--- config.mk ---
export PLATFORM = sky130hd
export DESIGN_NAME = keyframe_bezier_curve
export DESIGN_NICKNAME = d
export VERILOG_FILES = /design/src/rtl/core/kfb_pkg.sv /design/src/rtl/core/kfb_ram.sv /design/src/rtl/core/keyframe_bezier_curve.sv
export SDC_FILE = /design/constraint.sdc
export NUM_CORES = 2
export LEC_CHECK = 0
export BUFFER_PORTS_ARGS = -buffer_cell sky130_fd_sc_hd__clkbuf_2
export CAP_MARGIN = 20
export CORE_UTILIZATION = 45
export DETAILED_ROUTE_END_ITERATION = 7
export PLACE_DENSITY = 0.66
export SLEW_MARGIN = 0
export SYNTH_ARGS = -nofsm -noshare
export SYNTH_HDL_FRONTEND = slang
export SYNTH_SLANG_ARGS = --single-unit
--- constraint.sdc ---
create_clock -name aclk -period 12.25 [get_ports aclk]
set_input_delay 1.8375 -clock aclk [delete_from_list [all_inputs] [get_ports aclk]]
set_output_delay 1.8375 -clock aclk [all_outputs]
set_load 0.005 [all_outputs]
--- src/rtl/core/kfb_pkg.sv ---
// Shared types, constants and clamp helpers for the keyframe Bezier curve block.
package kfb_pkg;

    localparam int TIME_W = 16;
    localparam int VAL_W  = 16;
    localparam int WING_W = 17;
    localparam int REC_W  = TIME_W + VAL_W + 2 * WING_W;

    localparam logic [15:0] Q_ONE      = 16'd32768;
    localparam logic [15:0] KEY_GAP    = 16'd655;
    localparam logic [15:0] ADD_T_MIN  = 16'd655;
    localparam logic [15:0] ADD_T_MAX  = 16'd32113;
    localparam logic [36:0] ROUND_HALF = 37'd16384;

    localparam logic [2:0] CMD_INIT   = 3'd0;
    localparam logic [2:0] CMD_ADD    = 3'd1;
    localparam logic [2:0] CMD_MOVE   = 3'd2;
    localparam logic [2:0] CMD_REMOVE = 3'd3;
    localparam logic [2:0] CMD_EVAL   = 3'd4;
    localparam logic [2:0] CMD_WINGS  = 3'd5;

    // One curve key as it sits in the key memory.
    typedef struct packed {
        logic [TIME_W-1:0]        tm;
        logic [VAL_W-1:0]         val;
        logic signed [WING_W-1:0] wing_l;
        logic signed [WING_W-1:0] wing_r;
    } key_rec_t;

    // Clamp a signed value to the unit range [0, 1.0].
    function automatic logic [15:0] clamp_unit(input logic signed [17:0] v);
        logic [15:0] r;
        if (v < 18'sd0) begin
            r = '0;
        end else if (v > 18'sd32768) begin
            r = Q_ONE;
        end else begin
            r = v[15:0];
        end
        return r;
    endfunction

    // Clamp a wing slope to [-1.0, 1.0].
    function automatic logic signed [16:0] clamp_wing(input logic signed [16:0] w);
        logic signed [16:0] r;
        if (w < -17'sd32768) begin
            r = -17'sd32768;
        end else if (w > 17'sd32768) begin
            r = 17'sd32768;
        end else begin
            r = w;
        end
        return r;
    endfunction

    // Clamp the time of a new key inside the end-key margins.
    function automatic logic [15:0] clamp_add_time(input logic signed [17:0] v);
        logic [15:0] r;
        if (v < $signed({2'b00, ADD_T_MIN})) begin
            r = ADD_T_MIN;
        end else if (v > $signed({2'b00, ADD_T_MAX})) begin
            r = ADD_T_MAX;
        end else begin
            r = v[15:0];
        end
        return r;
    endfunction

endpackage

--- src/rtl/core/kfb_ram.sv ---
// Generic single-write, single-read RAM with a registered read port.
module kfb_ram #(
    parameter int WIDTH = 66,
    parameter int DEPTH = 16
) (
    input  logic                     aclk,
    input  logic                     wr_en,
    input  logic [$clog2(DEPTH)-1:0] wr_addr,
    input  logic [WIDTH-1:0]         wr_data,
    input  logic [$clog2(DEPTH)-1:0] rd_addr,
    output logic [WIDTH-1:0]         rd_data
);

    logic [WIDTH-1:0] mem_reg [DEPTH];
    logic [WIDTH-1:0] rd_data_reg;

    always_ff @(posedge aclk) begin
        if (wr_en) begin
            mem_reg[wr_addr] <= wr_data;
        end
        rd_data_reg <= mem_reg[rd_addr];
    end

    assign rd_data = rd_data_reg;

endmodule

--- src/rtl/core/keyframe_bezier_curve.sv ---
// Top level of the keyframe Bezier curve: key memory sequencer, divider and lerp unit.
// Evaluate scans the keys, then runs the divider and the six lerps before it presents
// the result. One command is in flight at a time.
// Reset (aresetn low, synchronous) sets two keys, writing them in ST_INIT0 and ST_INIT1.
module keyframe_bezier_curve #(
    parameter int MAX_KEYS = 16
) (
    input  logic        aclk,
    input  logic        aresetn,
    input  logic        s_tvalid,
    output logic        s_tready,
    // From bit 0: key_index[5:0], key_time[23:6], key_value[41:24], end_value[59:42],
    // wing_left[76:60], wing_right[93:77], zero fill.
    input  logic [95:0] s_tdata,
    // From bit 0: command[2:0].
    input  logic [2:0]  s_tuser,
    output logic        m_tvalid,
    input  logic        m_tready,
    // From bit 0: curve_value[17:0], count_now[24:18], zero fill.
    output logic [31:0] m_tdata,
    // From bit 0: ok[0].
    output logic [0:0]  m_tuser
);

    localparam int AW = $clog2(MAX_KEYS);
    localparam int CW = $clog2(MAX_KEYS + 1);
    localparam int JW = CW + 1;

    // One-hot sequencer states.
    typedef enum logic [19:0] {
        ST_IDLE   = 20'h00001,
        ST_INIT0  = 20'h00002,
        ST_INIT1  = 20'h00004,
        ST_RMW_RD = 20'h00008,
        ST_RMW_WR = 20'h00010,
        ST_MV_A   = 20'h00020,
        ST_MV_B   = 20'h00040,
        ST_MV_C   = 20'h00080,
        ST_MV_D   = 20'h00100,
        ST_LP_RD  = 20'h00200,
        ST_LP_CK  = 20'h00400,
        ST_LP_WR  = 20'h00800,
        ST_EV_RD  = 20'h01000,
        ST_EV_CK  = 20'h02000,
        ST_EV_B1  = 20'h04000,
        ST_DIV0   = 20'h08000,
        ST_DIV    = 20'h10000,
        ST_LMUL   = 20'h20000,
        ST_LADD   = 20'h40000,
        ST_DONE   = 20'h80000
    } state_t;

    state_t state_reg, state_next;
    logic   boot_reg, boot_next;
    logic [2:0] cmd_reg, cmd_next;
    logic [5:0] idx_reg, idx_next;
    logic signed [17:0] kt_reg, kt_next;
    logic [15:0] kv_reg, kv_next;
    logic [15:0] ev_reg, ev_next;
    logic signed [16:0] wl_reg, wl_next;
    logic signed [16:0] wr_reg, wr_next;
    logic [15:0] t_reg, t_next;
    logic [CW-1:0] n_reg, n_next;
    logic signed [JW-1:0] j_reg, j_next;
    logic dir_right_reg, dir_right_next;
    logic shift_only_reg, shift_only_next;
    logic [15:0] prev_t_reg, prev_t_next;
    logic [15:0] ta_reg, ta_next, tb_reg, tb_next;
    logic [15:0] va_reg, va_next, vb_reg, vb_next;
    logic signed [16:0] wra_reg, wra_next, wlb_reg, wlb_next;
    logic [15:0] rem_reg, rem_next;
    logic [15:0] span_reg, span_next;
    logic        d0_reg, d0_next;
    logic [15:0] quo_reg, quo_next;
    logic [3:0]  bit_cnt_reg, bit_cnt_next;
    logic [15:0] f_reg, f_next;
    logic signed [18:0] q0_reg, q0_next, q1_reg, q1_next, q2_reg, q2_next, q3_reg, q3_next;
    logic signed [36:0] prod_reg, prod_next;
    logic [3:0]  step_reg, step_next;
    logic        ok_reg, ok_next;
    logic        m_valid_reg, m_valid_next;
    logic [17:0] m_value_reg, m_value_next;
    logic        m_ok_reg, m_ok_next;
    logic [6:0]  m_count_reg, m_count_next;

    // Key memory port.
    logic                   ram_we;
    logic [AW-1:0]          ram_waddr, ram_raddr;
    kfb_pkg::key_rec_t      ram_wrec;
    logic [kfb_pkg::REC_W-1:0] ram_rdata;
    kfb_pkg::key_rec_t      rd_rec;

    kfb_ram #(
        .WIDTH(kfb_pkg::REC_W),
        .DEPTH(MAX_KEYS)
    ) u_key_ram (
        .aclk   (aclk),
        .wr_en  (ram_we),
        .wr_addr(ram_waddr),
        .wr_data(ram_wrec),
        .rd_addr(ram_raddr),
        .rd_data(ram_rdata)
    );

    assign rd_rec = kfb_pkg::key_rec_t'(ram_rdata);

    // Input transaction fields.
    logic [2:0]         in_cmd;
    logic [5:0]         in_idx;
    logic signed [17:0] in_kt, in_kv, in_ev;
    logic signed [16:0] in_wl, in_wr;
    logic [7:0]         in_idx_w, n_w;
    logic               in_idx_ok, in_inner;

    assign in_cmd   = s_tuser[2:0];
    assign in_idx   = s_tdata[5:0];
    assign in_kt    = $signed(s_tdata[23:6]);
    assign in_kv    = $signed(s_tdata[41:24]);
    assign in_ev    = $signed(s_tdata[59:42]);
    assign in_wl    = $signed(s_tdata[76:60]);
    assign in_wr    = $signed(s_tdata[93:77]);
    assign in_idx_w = 8'(in_idx);
    assign n_w      = 8'(n_reg);
    assign in_idx_ok = in_idx_w < n_w;
    assign in_inner  = (in_idx_w != 8'd0) && ((in_idx_w + 8'd1) < n_w);

    // Inner-key move: clamp against the neighbors, then into the unit range.
    logic signed [18:0] mv_lo, mv_hi, mv_kt, mv_t;
    logic [15:0]        mv_tnew;

    assign mv_lo = $signed({3'b000, prev_t_reg}) + $signed({3'b000, kfb_pkg::KEY_GAP});
    assign mv_hi = $signed({3'b000, rd_rec.tm}) - $signed({3'b000, kfb_pkg::KEY_GAP});
    assign mv_kt = kt_reg;
    assign mv_t  = (mv_kt < mv_lo) ? mv_lo : ((mv_kt > mv_hi) ? mv_hi : mv_kt);
    assign mv_tnew = (mv_t < 19'sd0) ? 16'd0 :
                     ((mv_t > 19'sd32768) ? kfb_pkg::Q_ONE : mv_t[15:0]);

    // Insertion loop: walk toward the free slot while keys must pass the new one; remove uses it to shift keys only.
    logic signed [JW-1:0] j_inc, j_dec, lp_pos;
    logic lp_end, lp_cond;

    assign j_inc   = j_reg + JW'(1);
    assign j_dec   = j_reg - JW'(1);
    assign lp_pos  = dir_right_reg ? j_dec : j_inc;
    assign lp_end  = dir_right_reg ? (j_reg == $signed({1'b0, n_reg})) : j_reg[JW-1];
    assign lp_cond = shift_only_reg ||
                     (dir_right_reg ? (rd_rec.tm < t_reg) : (rd_rec.tm > t_reg));

    // Segment fraction setup and one restoring divide step per cycle.
    logic signed [16:0] dv_span, dv_diff;
    logic [16:0]        dv_rem2, dv_sub;
    logic               dv_ge;
    logic [15:0]        dv_quo;

    assign dv_span = $signed({1'b0, tb_reg}) - $signed({1'b0, ta_reg});
    assign dv_diff = $signed({1'b0, t_reg}) - $signed({1'b0, ta_reg});
    assign dv_rem2 = {rem_reg, (bit_cnt_reg == 4'd15) ? d0_reg : 1'b0};
    assign dv_ge   = dv_rem2 >= {1'b0, span_reg};
    assign dv_sub  = dv_rem2 - {1'b0, span_reg};
    assign dv_quo  = {quo_reg[14:0], dv_ge};

    // Shared lerp unit: multiply, register, then round half up and add.
    logic signed [19:0] ln_diff;
    logic signed [36:0] ln_prod, ln_sum;
    logic signed [18:0] ln_res;
    logic               ln_drop;

    assign ln_diff = $signed({q1_reg[18], q1_reg}) - $signed({q0_reg[18], q0_reg});
    assign ln_prod = ln_diff * $signed({1'b0, f_reg});
    assign ln_sum  = prod_reg + $signed(kfb_pkg::ROUND_HALF);
    assign ln_res  = q0_reg + $signed(ln_sum[33:15]);
    // Steps that only drop the stale head of the control-point queue.
    assign ln_drop = (step_reg == 4'd3) || (step_reg == 4'd6) || (step_reg == 4'd7);

    always_comb begin
        state_next      = state_reg;
        boot_next       = boot_reg;
        cmd_next        = cmd_reg;
        idx_next        = idx_reg;
        kt_next         = kt_reg;
        kv_next         = kv_reg;
        ev_next         = ev_reg;
        wl_next         = wl_reg;
        wr_next         = wr_reg;
        t_next          = t_reg;
        n_next          = n_reg;
        j_next          = j_reg;
        dir_right_next  = dir_right_reg;
        shift_only_next = shift_only_reg;
        prev_t_next     = prev_t_reg;
        ta_next         = ta_reg;
        tb_next         = tb_reg;
        va_next         = va_reg;
        vb_next         = vb_reg;
        wra_next        = wra_reg;
        wlb_next        = wlb_reg;
        rem_next        = rem_reg;
        span_next       = span_reg;
        d0_next         = d0_reg;
        quo_next        = quo_reg;
        bit_cnt_next    = bit_cnt_reg;
        f_next          = f_reg;
        q0_next         = q0_reg;
        q1_next         = q1_reg;
        q2_next         = q2_reg;
        q3_next         = q3_reg;
        prod_next       = prod_reg;
        step_next       = step_reg;
        ok_next         = ok_reg;
        m_valid_next    = m_valid_reg && !m_tready;
        m_value_next    = m_value_reg;
        m_ok_next       = m_ok_reg;
        m_count_next    = m_count_reg;
        ram_we          = 1'b0;
        ram_waddr       = '0;
        ram_wrec        = '0;
        ram_raddr       = '0;

        case (state_reg)
            ST_IDLE: begin
                if (s_tvalid) begin
                    cmd_next   = in_cmd;
                    idx_next   = in_idx;
                    kt_next    = in_kt;
                    kv_next    = kfb_pkg::clamp_unit(in_kv);
                    ev_next    = kfb_pkg::clamp_unit(in_ev);
                    wl_next    = kfb_pkg::clamp_wing(in_wl);
                    wr_next    = kfb_pkg::clamp_wing(in_wr);
                    ok_next    = 1'b0;
                    state_next = ST_DONE;
                    case (in_cmd)
                        kfb_pkg::CMD_INIT: begin
                            state_next = ST_INIT0;
                        end
                        kfb_pkg::CMD_ADD: begin
                            if (n_w < 8'(MAX_KEYS)) begin
                                t_next          = kfb_pkg::clamp_add_time(in_kt);
                                dir_right_next  = 1'b0;
                                shift_only_next = 1'b0;
                                j_next          = $signed({1'b0, n_reg}) - JW'(1);
                                state_next      = ST_LP_RD;
                            end
                        end
                        kfb_pkg::CMD_MOVE: begin
                            if (in_inner) begin
                                state_next = ST_MV_A;
                            end else if (in_idx_ok) begin
                                state_next = ST_RMW_RD;
                            end
                        end
                        kfb_pkg::CMD_REMOVE: begin
                            if (in_inner) begin
                                dir_right_next  = 1'b1;
                                shift_only_next = 1'b1;
                                j_next          = JW'({1'b0, in_idx} + 7'd1);
                                state_next      = ST_LP_RD;
                            end
                        end
                        kfb_pkg::CMD_EVAL: begin
                            t_next     = kfb_pkg::clamp_unit(in_kt);
                            j_next     = '0;
                            state_next = ST_EV_RD;
                        end
                        kfb_pkg::CMD_WINGS: begin
                            if (in_idx_ok) begin
                                state_next = ST_RMW_RD;
                            end
                        end
                        default: begin
                            state_next = ST_DONE;
                        end
                    endcase
                end
            end
            ST_INIT0: begin
                ram_we     = 1'b1;
                ram_waddr  = AW'(0);
                ram_wrec   = '{tm: 16'd0, val: kv_reg, wing_l: '0, wing_r: '0};
                state_next = ST_INIT1;
            end
            ST_INIT1: begin
                ram_we     = 1'b1;
                ram_waddr  = AW'(1);
                ram_wrec   = '{tm: kfb_pkg::Q_ONE, val: ev_reg, wing_l: '0, wing_r: '0};
                n_next     = CW'(2);
                ok_next    = 1'b1;
                boot_next  = 1'b0;
                state_next = boot_reg ? ST_IDLE : ST_DONE;
            end
            ST_RMW_RD: begin
                ram_raddr  = AW'(idx_reg);
                state_next = ST_RMW_WR;
            end
            ST_RMW_WR: begin
                ram_we    = 1'b1;
                ram_waddr = AW'(idx_reg);
                ram_wrec  = rd_rec;
                if (cmd_reg == kfb_pkg::CMD_MOVE) begin
                    ram_wrec.val = kv_reg;
                end else begin
                    ram_wrec.wing_l = wl_reg;
                    ram_wrec.wing_r = wr_reg;
                end
                ok_next    = 1'b1;
                state_next = ST_DONE;
            end
            ST_MV_A: begin
                ram_raddr  = AW'(idx_reg - 6'd1);
                state_next = ST_MV_B;
            end
            ST_MV_B: begin
                ram_raddr   = AW'(idx_reg);
                prev_t_next = rd_rec.tm;
                state_next  = ST_MV_C;
            end
            ST_MV_C: begin
                ram_raddr  = AW'(idx_reg + 6'd1);
                wl_next    = rd_rec.wing_l;
                wr_next    = rd_rec.wing_r;
                state_next = ST_MV_D;
            end
            ST_MV_D: begin
                // rd_rec holds the right neighbor here.
                t_next          = mv_tnew;
                dir_right_next  = mv_tnew > rd_rec.tm;
                shift_only_next = 1'b0;
                j_next          = (mv_tnew > rd_rec.tm) ? JW'({1'b0, idx_reg} + 7'd1)
                                                        : JW'({1'b0, idx_reg} - 7'd1);
                state_next      = ST_LP_RD;
            end
            ST_LP_RD: begin
                ram_raddr = j_reg[AW-1:0];
                if (lp_end) begin
                    if (shift_only_reg) begin
                        n_next     = n_reg - CW'(1);
                        ok_next    = 1'b1;
                        state_next = ST_DONE;
                    end else begin
                        state_next = ST_LP_WR;
                    end
                end else begin
                    state_next = ST_LP_CK;
                end
            end
            ST_LP_CK: begin
                if (lp_cond) begin
                    ram_we     = 1'b1;
                    ram_waddr  = lp_pos[AW-1:0];
                    ram_wrec   = rd_rec;
                    j_next     = dir_right_reg ? j_inc : j_dec;
                    state_next = ST_LP_RD;
                end else begin
                    state_next = ST_LP_WR;
                end
            end
            ST_LP_WR: begin
                ram_we     = 1'b1;
                ram_waddr  = lp_pos[AW-1:0];
                ram_wrec   = '{tm: t_reg, val: kv_reg, wing_l: wl_reg, wing_r: wr_reg};
                if (cmd_reg == kfb_pkg::CMD_ADD) begin
                    n_next = n_reg + CW'(1);
                end
                ok_next    = 1'b1;
                state_next = ST_DONE;
            end
            ST_EV_RD: begin
                if (j_reg == $signed({1'b0, n_reg})) begin
                    ram_raddr  = AW'(1);
                    state_next = ST_EV_B1;
                end else begin
                    ram_raddr  = j_reg[AW-1:0];
                    state_next = ST_EV_CK;
                end
            end
            ST_EV_CK: begin
                if (rd_rec.tm >= t_reg) begin
                    tb_next  = rd_rec.tm;
                    vb_next  = rd_rec.val;
                    wlb_next = rd_rec.wing_l;
                    if (j_reg == '0) begin
                        ta_next  = rd_rec.tm;
                        va_next  = rd_rec.val;
                        wra_next = rd_rec.wing_r;
                    end
                    state_next = ST_DIV0;
                end else begin
                    ta_next    = rd_rec.tm;
                    va_next    = rd_rec.val;
                    wra_next   = rd_rec.wing_r;
                    j_next     = j_inc;
                    state_next = ST_EV_RD;
                end
            end
            ST_EV_B1: begin
                tb_next    = rd_rec.tm;
                vb_next    = rd_rec.val;
                wlb_next   = rd_rec.wing_l;
                state_next = ST_DIV0;
            end
            ST_DIV0: begin
                q0_next   = $signed({3'b000, va_reg});
                q1_next   = $signed({3'b000, va_reg}) + 19'(wra_reg);
                q2_next   = $signed({3'b000, vb_reg}) + 19'(wlb_reg);
                q3_next   = $signed({3'b000, vb_reg});
                step_next = '0;
                if ((dv_span <= 17'sd0) || (dv_diff <= 17'sd0)) begin
                    f_next     = '0;
                    state_next = ST_LMUL;
                end else if ({1'b0, dv_diff[15:1]} >= dv_span[15:0]) begin
                    f_next     = kfb_pkg::Q_ONE;
                    state_next = ST_LMUL;
                end else begin
                    rem_next     = {1'b0, dv_diff[15:1]};
                    d0_next      = dv_diff[0];
                    span_next    = dv_span[15:0];
                    quo_next     = '0;
                    bit_cnt_next = 4'd15;
                    state_next   = ST_DIV;
                end
            end
            ST_DIV: begin
                rem_next     = dv_ge ? dv_sub[15:0] : dv_rem2[15:0];
                quo_next     = dv_quo;
                bit_cnt_next = bit_cnt_reg - 4'd1;
                if (bit_cnt_reg == 4'd0) begin
                    f_next     = (dv_quo > kfb_pkg::Q_ONE) ? kfb_pkg::Q_ONE : dv_quo;
                    state_next = ST_LMUL;
                end
            end
            ST_LMUL: begin
                if (ln_drop) begin
                    q0_next   = q1_reg;
                    q1_next   = q2_reg;
                    q2_next   = q3_reg;
                    step_next = step_reg + 4'd1;
                end else begin
                    prod_next  = ln_prod;
                    state_next = ST_LADD;
                end
            end
            ST_LADD: begin
                q0_next = q1_reg;
                q1_next = q2_reg;
                q2_next = q3_reg;
                q3_next = ln_res;
                if (step_reg == 4'd8) begin
                    ok_next    = 1'b1;
                    state_next = ST_DONE;
                end else begin
                    step_next  = step_reg + 4'd1;
                    state_next = ST_LMUL;
                end
            end
            ST_DONE: begin
                if (!m_valid_reg || m_tready) begin
                    m_valid_next = 1'b1;
                    m_value_next = (cmd_reg == kfb_pkg::CMD_EVAL) ? q3_reg[17:0] : 18'd0;
                    m_ok_next    = ok_reg;
                    m_count_next = 7'(n_reg);
                    state_next   = ST_IDLE;
                end
            end
            default: begin
                state_next = ST_IDLE;
            end
        endcase
    end

    always_ff @(posedge aclk) begin
        if (!aresetn) begin
            state_reg   <= ST_INIT0;
            boot_reg    <= 1'b1;
            kv_reg      <= '0;
            ev_reg      <= '0;
            n_reg       <= CW'(2);
            ok_reg      <= 1'b0;
            m_valid_reg <= 1'b0;
        end else begin
            state_reg   <= state_next;
            boot_reg    <= boot_next;
            kv_reg      <= kv_next;
            ev_reg      <= ev_next;
            n_reg       <= n_next;
            ok_reg      <= ok_next;
            m_valid_reg <= m_valid_next;
        end
        cmd_reg        <= cmd_next;
        idx_reg        <= idx_next;
        kt_reg         <= kt_next;
        wl_reg         <= wl_next;
        wr_reg         <= wr_next;
        t_reg          <= t_next;
        j_reg          <= j_next;
        dir_right_reg  <= dir_right_next;
        shift_only_reg <= shift_only_next;
        prev_t_reg     <= prev_t_next;
        ta_reg         <= ta_next;
        tb_reg         <= tb_next;
        va_reg         <= va_next;
        vb_reg         <= vb_next;
        wra_reg        <= wra_next;
        wlb_reg        <= wlb_next;
        rem_reg        <= rem_next;
        span_reg       <= span_next;
        d0_reg         <= d0_next;
        quo_reg        <= quo_next;
        bit_cnt_reg    <= bit_cnt_next;
        f_reg          <= f_next;
        q0_reg         <= q0_next;
        q1_reg         <= q1_next;
        q2_reg         <= q2_next;
        q3_reg         <= q3_next;
        prod_reg       <= prod_next;
        step_reg       <= step_next;
        m_value_reg    <= m_value_next;
        m_ok_reg       <= m_ok_next;
        m_count_reg    <= m_count_next;
    end

    // Only the idle sequencer takes a new command transaction; the output register
    // lets it do so while the previous result is still waiting.
    assign s_tready = (state_reg == ST_IDLE);
    assign m_tvalid = m_valid_reg;
    assign m_tdata  = {7'd0, m_count_reg, m_value_reg};
    assign m_tuser  = m_ok_reg;

    // The key count always stays between the two end keys and a full table.
    a_count_range: assert property (@(posedge aclk) disable iff (!aresetn)
        (n_reg >= CW'(2)) && (32'(n_reg) <= MAX_KEYS))
        else $error("key count out of range");

    // The key count moves by one key at a time, or back to two on init.
    a_count_step: assert property (@(posedge aclk) disable iff (!aresetn)
        (n_reg != $past(n_reg)) |->
            ((n_reg == $past(n_reg) + CW'(1)) || (n_reg == $past(n_reg) - CW'(1)) ||
             (n_reg == CW'(2))))
        else $error("key count jumped");

    // The segment fraction fed to the lerp unit never exceeds one.
    a_frac_range: assert property (@(posedge aclk) disable iff (!aresetn)
        (state_reg == ST_LMUL) |-> (f_reg <= kfb_pkg::Q_ONE))
        else $error("segment fraction above one");

    // An accepted command always starts the sequencer.
    a_accept_leaves_idle: assert property (@(posedge aclk) disable iff (!aresetn)
        (s_tvalid && s_tready) |=> (state_reg != ST_IDLE))
        else $error("command accepted but sequencer stayed idle");

endmodule

Yosys cells after proc, flatten, opt, wreduce, memory -nomap -nowiden

Memory sizes are Yosys's and may differ from the RTL's. A register that Yosys moved wholly into a read port is not among the register bits.
Index checks and enable logic that the tools add are counted.

Order comparisons: 28
Multiply operators: 1
Mux-type cells: 122
Add/subtract/negate cells: 23
Reduce and logical (&&, ||, !) cells: 43
Bitwise gates (word level): 3
Eq/ne operators: 56

Operators by type and width:

| operator                                                        | count |
|---|---|
| 2-to-1 mux 16 bit                                               | 27 |
| one-hot mux 20 bit (19 select lines)                            | 1 |
| one-hot mux 66 bit (5 select lines)                             | 1 |
| 2-to-1 mux 20 bit                                               | 12 |
| one-hot mux 16 bit (2 select lines)                             | 6 |
| one-hot mux 19 bit (3 select lines)                             | 3 |
| 2-to-1 mux 17 bit                                               | 9 |
| one-hot mux 20 bit (6 select lines)                             | 1 |
| one-hot mux 17 bit (2 select lines)                             | 3 |
| 2-to-1 mux 19 bit                                               | 5 |
| 2-to-1 mux 66 bit                                               | 1 |
| greater-than comparator 18 x 17 -> 1 bit, second input constant | 3 |
| < comparator 18 x 1 -> 1 bit, second input constant             | 3 |
| 2-to-1 mux 15 bit                                               | 3 |
| 2-to-1 mux 6 bit                                                | 7 |
| one-hot mux 19 bit (2 select lines)                             | 1 |
| adder 17 x 17 -> 18 bit                                         | 2 |
| 2-to-1 mux 18 bit                                               | 2 |
| adder 34 x 16 -> 34 bit, second input constant                  | 1 |
| greater-than comparator 17 bit, second input constant           | 2 |
| <= comparator 17 x 1 -> 1 bit, second input constant            | 2 |
| < comparator 17 x 16 -> 1 bit, second input constant            | 2 |
| multiplier 20 x 17 -> 34 bit                                    | 1 |
| 2-to-1 mux 34 bit                                               | 1 |
| 96 further kinds                                                | 177 |

Output and inout bits: 35
Register bits after elaboration: 465
Memories: 1
Memory bits (writable): 1056
Bits of input ports: 103

Memories:

| memory            | words | bits a word | read ports | clocked after memory_dff | wr ports | line          | text |
|---|---|---|---|---|---|---|---|
| u_key_ram.mem_reg | 16    | 66          | 1          | 1                        | 1        | kfb_ram.sv:14 | `logic [WIDTH-1:0] mem_reg [DEPTH];` |

Logic depth before layout (Yosys ltp)

Depth after elaboration: 10
Mapped depth: 39

Modules after synthesis

From an unflattened synthesis, not the netlist that was laid out.

Cells, all modules: 5661
Area total of the unflattened synthesis: 79764.0 um^2

By module, submodules not included:

| module                | instances | area an instance (um^2) | seq. area each (um^2) | cells each |
|---|---|---|---|---|
| kfb_ram               | 1         | 40800.4                 | 33031.7               | 1698 |
| keyframe_bezier_curve | 1         | 38963.6                 | 12942.4               | 3963 |

Worst setup path before layout

No wires, ideal clock.

Path kind: flip-flop to flip-flop
Start: register t_reg[1]
End: register tb_reg[0], enable pin
Buffers on the path: 0
Arrival: 9509 ps
Setup slack: 2020 ps
Stages on the path, launching flop included: 14
Library setup time: 721 ps
Cell sequence: edfxtp_1 -> inv_1 -> ha_1 -> nor2b_1 -> o21a_1 -> o21a_1 -> o21a_1 -> o21a_1 -> o21ai_0 -> a32oi_1 -> nor2_1 -> nor2_1 -> nand2_1 -> a2111oi_0

Cells in the longest elaborated chain, start to end: 3

Ends and longest elaborated chain:

| element                              | line                         | text |
|---|---|---|
| start, declared                      | keyframe_bezier_curve.sv:62  | `logic [15:0] t_reg, t_next;` |
| start signal, assigned               | keyframe_bezier_curve.sv:492 | `t_reg <= t_next;` |
| >= comparator 16 bit                 | keyframe_bezier_curve.sv:376 | `if (rd_rec.tm >= t_reg) begin` |
| != test 2 bit (no source line)       | -                            |  |
| AND reduction 2 bit (no source line) | -                            |  |
| end signal, assigned                 | keyframe_bezier_curve.sv:498 | `tb_reg <= tb_next;` |
| end, declared                        | keyframe_bezier_curve.sv:68  | `logic [15:0] ta_reg, ta_next, tb_reg, tb_next;` |

Every way passes these cells.
A chain may end at the register's enable or synchronous reset.

Final worst setup path

Start: register q1_reg[0]
End: register prod_reg[33] (data pin)

Cells in the longest elaborated chain, start to end: 2

Ends and longest elaborated chain:

| element                      | line                         | text |
|---|---|---|
| start, declared              | keyframe_bezier_curve.sv:77  | `logic signed [18:0] q0_reg, q0_next, q1_reg, q1_next, q2_reg, q2_next, q3_reg, q3_next;` |
| start signal, assigned       | keyframe_bezier_curve.sv:510 | `q1_reg <= q1_next;` |
| subtractor 19 x 19 -> 20 bit | keyframe_bezier_curve.sv:168 | `assign ln_diff = $signed({q1_reg[18], q1_reg}) - $signed({q0_reg[18], q0_reg});` |
| multiplier 20 x 17 -> 34 bit | keyframe_bezier_curve.sv:169 | `assign ln_prod = ln_diff * $signed({1'b0, f_reg});` |
| named net ln_prod[33]        | keyframe_bezier_curve.sv:164 | `logic signed [36:0] ln_prod, ln_sum;` |
| end signal, assigned         | keyframe_bezier_curve.sv:513 | `prod_reg <= prod_next;` |
| end, declared                | keyframe_bezier_curve.sv:78  | `logic signed [36:0] prod_reg, prod_next;` |

The timed path passes the listed nets, and every way through them passes these cells.

==> summary.md <==
| Metric | Value |
|---|---|
| Status | finished clean |
| CP startpoint | q1_reg[0] |
| R2R Path End | prod_reg[33] |
| Tot GR Track Use | 22.5% |
| Final Hold Viols | 0 |
| Vias in the first global route | 52600 |
| Clock Pin Slew Worst Setup and Hold Paths | 60 ps |
| Total CTS buffers | 159 |
| I/O pins | 138 |
| Final Cell Area | 90900 µm² |
| EDFF count, synth | 1447 |
| CP max stage cell | xor2_2 |
| Syn Inst Count | 6873 |
| Req. time, crit path | 12810 ps |
| Clk buf depth | 3 |
| Async set-reset flop share out of synthesis | 0% |
| Largest register FFs | 1056 |
| Clock sink count | 1573 |
| Synth Register Bits | 1573 |
| Initial antenna violation count | 13 |
| Worst setup EP type | register |
| Leak | 33.6 nW |
| Slowest Stage Delay on Critical Path | 780 ps |
| FP Rows | 156 |
| Vias per cell | 5.68 |
| Hold Path Class | reg -> reg |
| Design Power | 11.3 mW |
| Max FO, Critical Path | 16 |
| Critical path's most frequent cell | fa_1 |
| Final Routed Wirelength | 208 mm |
| Layout Cells excl Fill | 9426 |
| Post-Syn Area | 82200 µm² |
| Syn avg cell area | 12.0 µm² |
| Endpoint, Worst Hold | m_tuser |
| Hold Path Stages | 0 |
| Root buffer cell | clkbuf_16 |
| Chip height | 429 µm |
| Critical Path AT | 10320 ps |
| Clock skew | 54.1 ps |
| VDD IR-drop max | 0.125 mV |
| Post-cts resize count | 0 |
| Most common library cell in the layout ignoring fill and taps | edfxtp_1 |
| Initial Util | 45.4% |
| Seq/Total Area, Yosys | 55.9% |
| Layout cells sized above 1 | 9.11% |
| Pwr Density | 124 nW/µm² |
| Post-DP HPWL | 133 mm |
| Synth-to-Final Area Change | 10.5% |
| Critical Path Start Type | register |
| Post-route DRC | 0 |
| FF-to-FF setup slack | 2500 ps |
| Worst reg2reg path depth | 31 |
| Gr ovfl total | 0 |
| Yosys warns | 0 |
| Core ar. | 181000 µm² |
| Fillcell total | 15600 |
| Top delay family on crit path | adder cells |
| First-pass GRT wire length | 319 mm |
| Upper clock frequency limit | 103 MHz |
| WS Path Type | reg -> reg |
| Fin crit share | 79.6% |
| I/O Buffers | 126 |
| Buf/Inv on CP | 6 |
| Largest net degree at the start of global routing | 190 |
| Nets | 7643 |
| Clk_lat worst skew | 810 ps |
| Tmin final | 9750 ps |
| Max H-tree Level | 4 |
| Reg2reg start | q1_reg[0] |
| Commonest non-fill, non-tap cells in the layout | edfxtp_1 (1447), nand2_1 (1040), inv_1 (527), ha_1 (313), fa_1 (309) |
| Setup TNS | 0 ps |
| Via count | 53500 |
| Final Setup Violations | 0 |
| Total of max-cap violations | 0 |
| Worst hold start | ok_reg |
| First-pass DRT Iterations | 8 |
| Most used DFF post-synth | edfxtp_1 |
| Yosys cell types | 94 |
| Die width | 429 µm |
| RSZ-0062 raised after global routing | no |
| First DRT Iteration DRCs | 4613 |
| Die ar. | 184000 µm² |
| Placement-stage cell area | 85400 µm² |
| CTS Hold Bufs | 0 |
| Placer Congestion | 0.919 |
| Slew Viols, Final | 0 |
| Max-slew headroom at the worst pin | 22.9% |
| Routed wire per std cell | 22.1 µm |
| CTS tree | built |
| Setup Buffers After CTS | 0 |
| Antenna viol nets, final | 0 |
| Slew at the pin with the worst max-slew slack | 1160 ps |
| Placed insts | 9123 |
-- where the power goes --
part	internal (mW)	switching (mW)	total, mW
clock network	2.85	2.07	4.92
registers	5.87	0.0752	5.94
logic	0.148	0.250	0.398
total	8.87	2.40	11.3
-- cells in the mapped netlist, drive strengths merged (23+ instances only) --
master,number,area [µm²]
dfxtp,126,2520
a211oi,352,3020
buf,126,742
nand2,1047,3940
a21boi,32,240
nor2,181,687
a22oi,32,240
nand2b,42,270
a311oi,135,1190
clkbuf,239,900
nor3,48,240
a22o,68,596
fa,309,6190
inv,528,1980
xnor2,139,1220
o21ai,179,900
nand4,41,257
a21o,59,443
and2,463,2900
nand3,71,360
nor2b,64,400
xor2,65,569
o21a,33,248
nor4,43,303
a21oi,288,1440
a31oi,146,920
edfxtp,1447,43500
mux2i,23,230
ha,313,3920
-- final cells by class --
class | instances | area, µm² | share of cell area [%]
diodes | 6 | 15.0 | 0.0165
clock buffers | 228 | 4540 | 5.00
clock inverters | 65 | 805 | 0.885
inverters | 528 | 1980 | 2.18
multi-input cells | 4415 | 33000 | 36.3
flip-flops and latches | 1573 | 46000 | 50.6
well taps | 2370 | 2970 | 3.26
repair buffers | 241 | 1600 | 1.76
-- how the worst max path moves through the flow --
stage                   end  slack, ps  depth (start not counted)
6_report       prod_reg[33]       2500                         31
4_1_cts        prod_reg[33]       2460                         31
3_5_place_dp   prod_reg[33]       2470                         31
2_1_floorplan     tb_reg[0]       2020                         13
5_1_grt        prod_reg[33]       2000                         35
3_3_place_gp   prod_reg[33]       2550                         31
-- per-layer routing --
layer	GRT usage (%)	up-vias	routed length [µm]
met5	0	-	13
met4	7.85	2	6920
met3	3.16	309	13000
met2	36.6	1702	98900
met1	30.7	26700	89400
li1	-	24800	-
-- kinds of logic (layout without fill, tap and decap cells) --
| group | after synthesis | in the layout | synth area share (%) |
|---|---|---|---|
| fa+ha+maj | 622 | 622 | 12.3 |
| mux | 31 | 31 | 0.390 |
| xor+xnor | 204 | 204 | 2.17 |
| buf+inv | 893 | 1062 | 4.41 |
| simple gates | 2102 | 2102 | 12.3 |
| other cells | 1 | 15 | 0.00456 |
| flops | 1573 | 1573 | 55.9 |
| compound gates | 1447 | 1447 | 12.5 |
-- metrics by stage --
stage / hold WS, ps / utilization [%] / worst slack, ps
CTS: 449 / 50.1 / 2460
global placement: 420 / 47.1 / 2550
global route: 464 / 50.2 / 2000
detailed placement: 434 / 47.2 / 2470
floorplan: 403 / - / 2020
finish: 457 / 50.2 / 2500
-- worst reg2reg max path: cells and delay by family, from the launching register on --
family                   cells  cell delay, ps
adder cells (fa/ha/maj)      9            3940
flip-flops                   1             350
buffers and inverters        6             510
AO/OA/AOI/OAI                9            2660
AND/OR/NAND/NOR              5            1150
XOR/XNOR                     2             870
No activity file was read; power rests on OpenSTA's default activity.
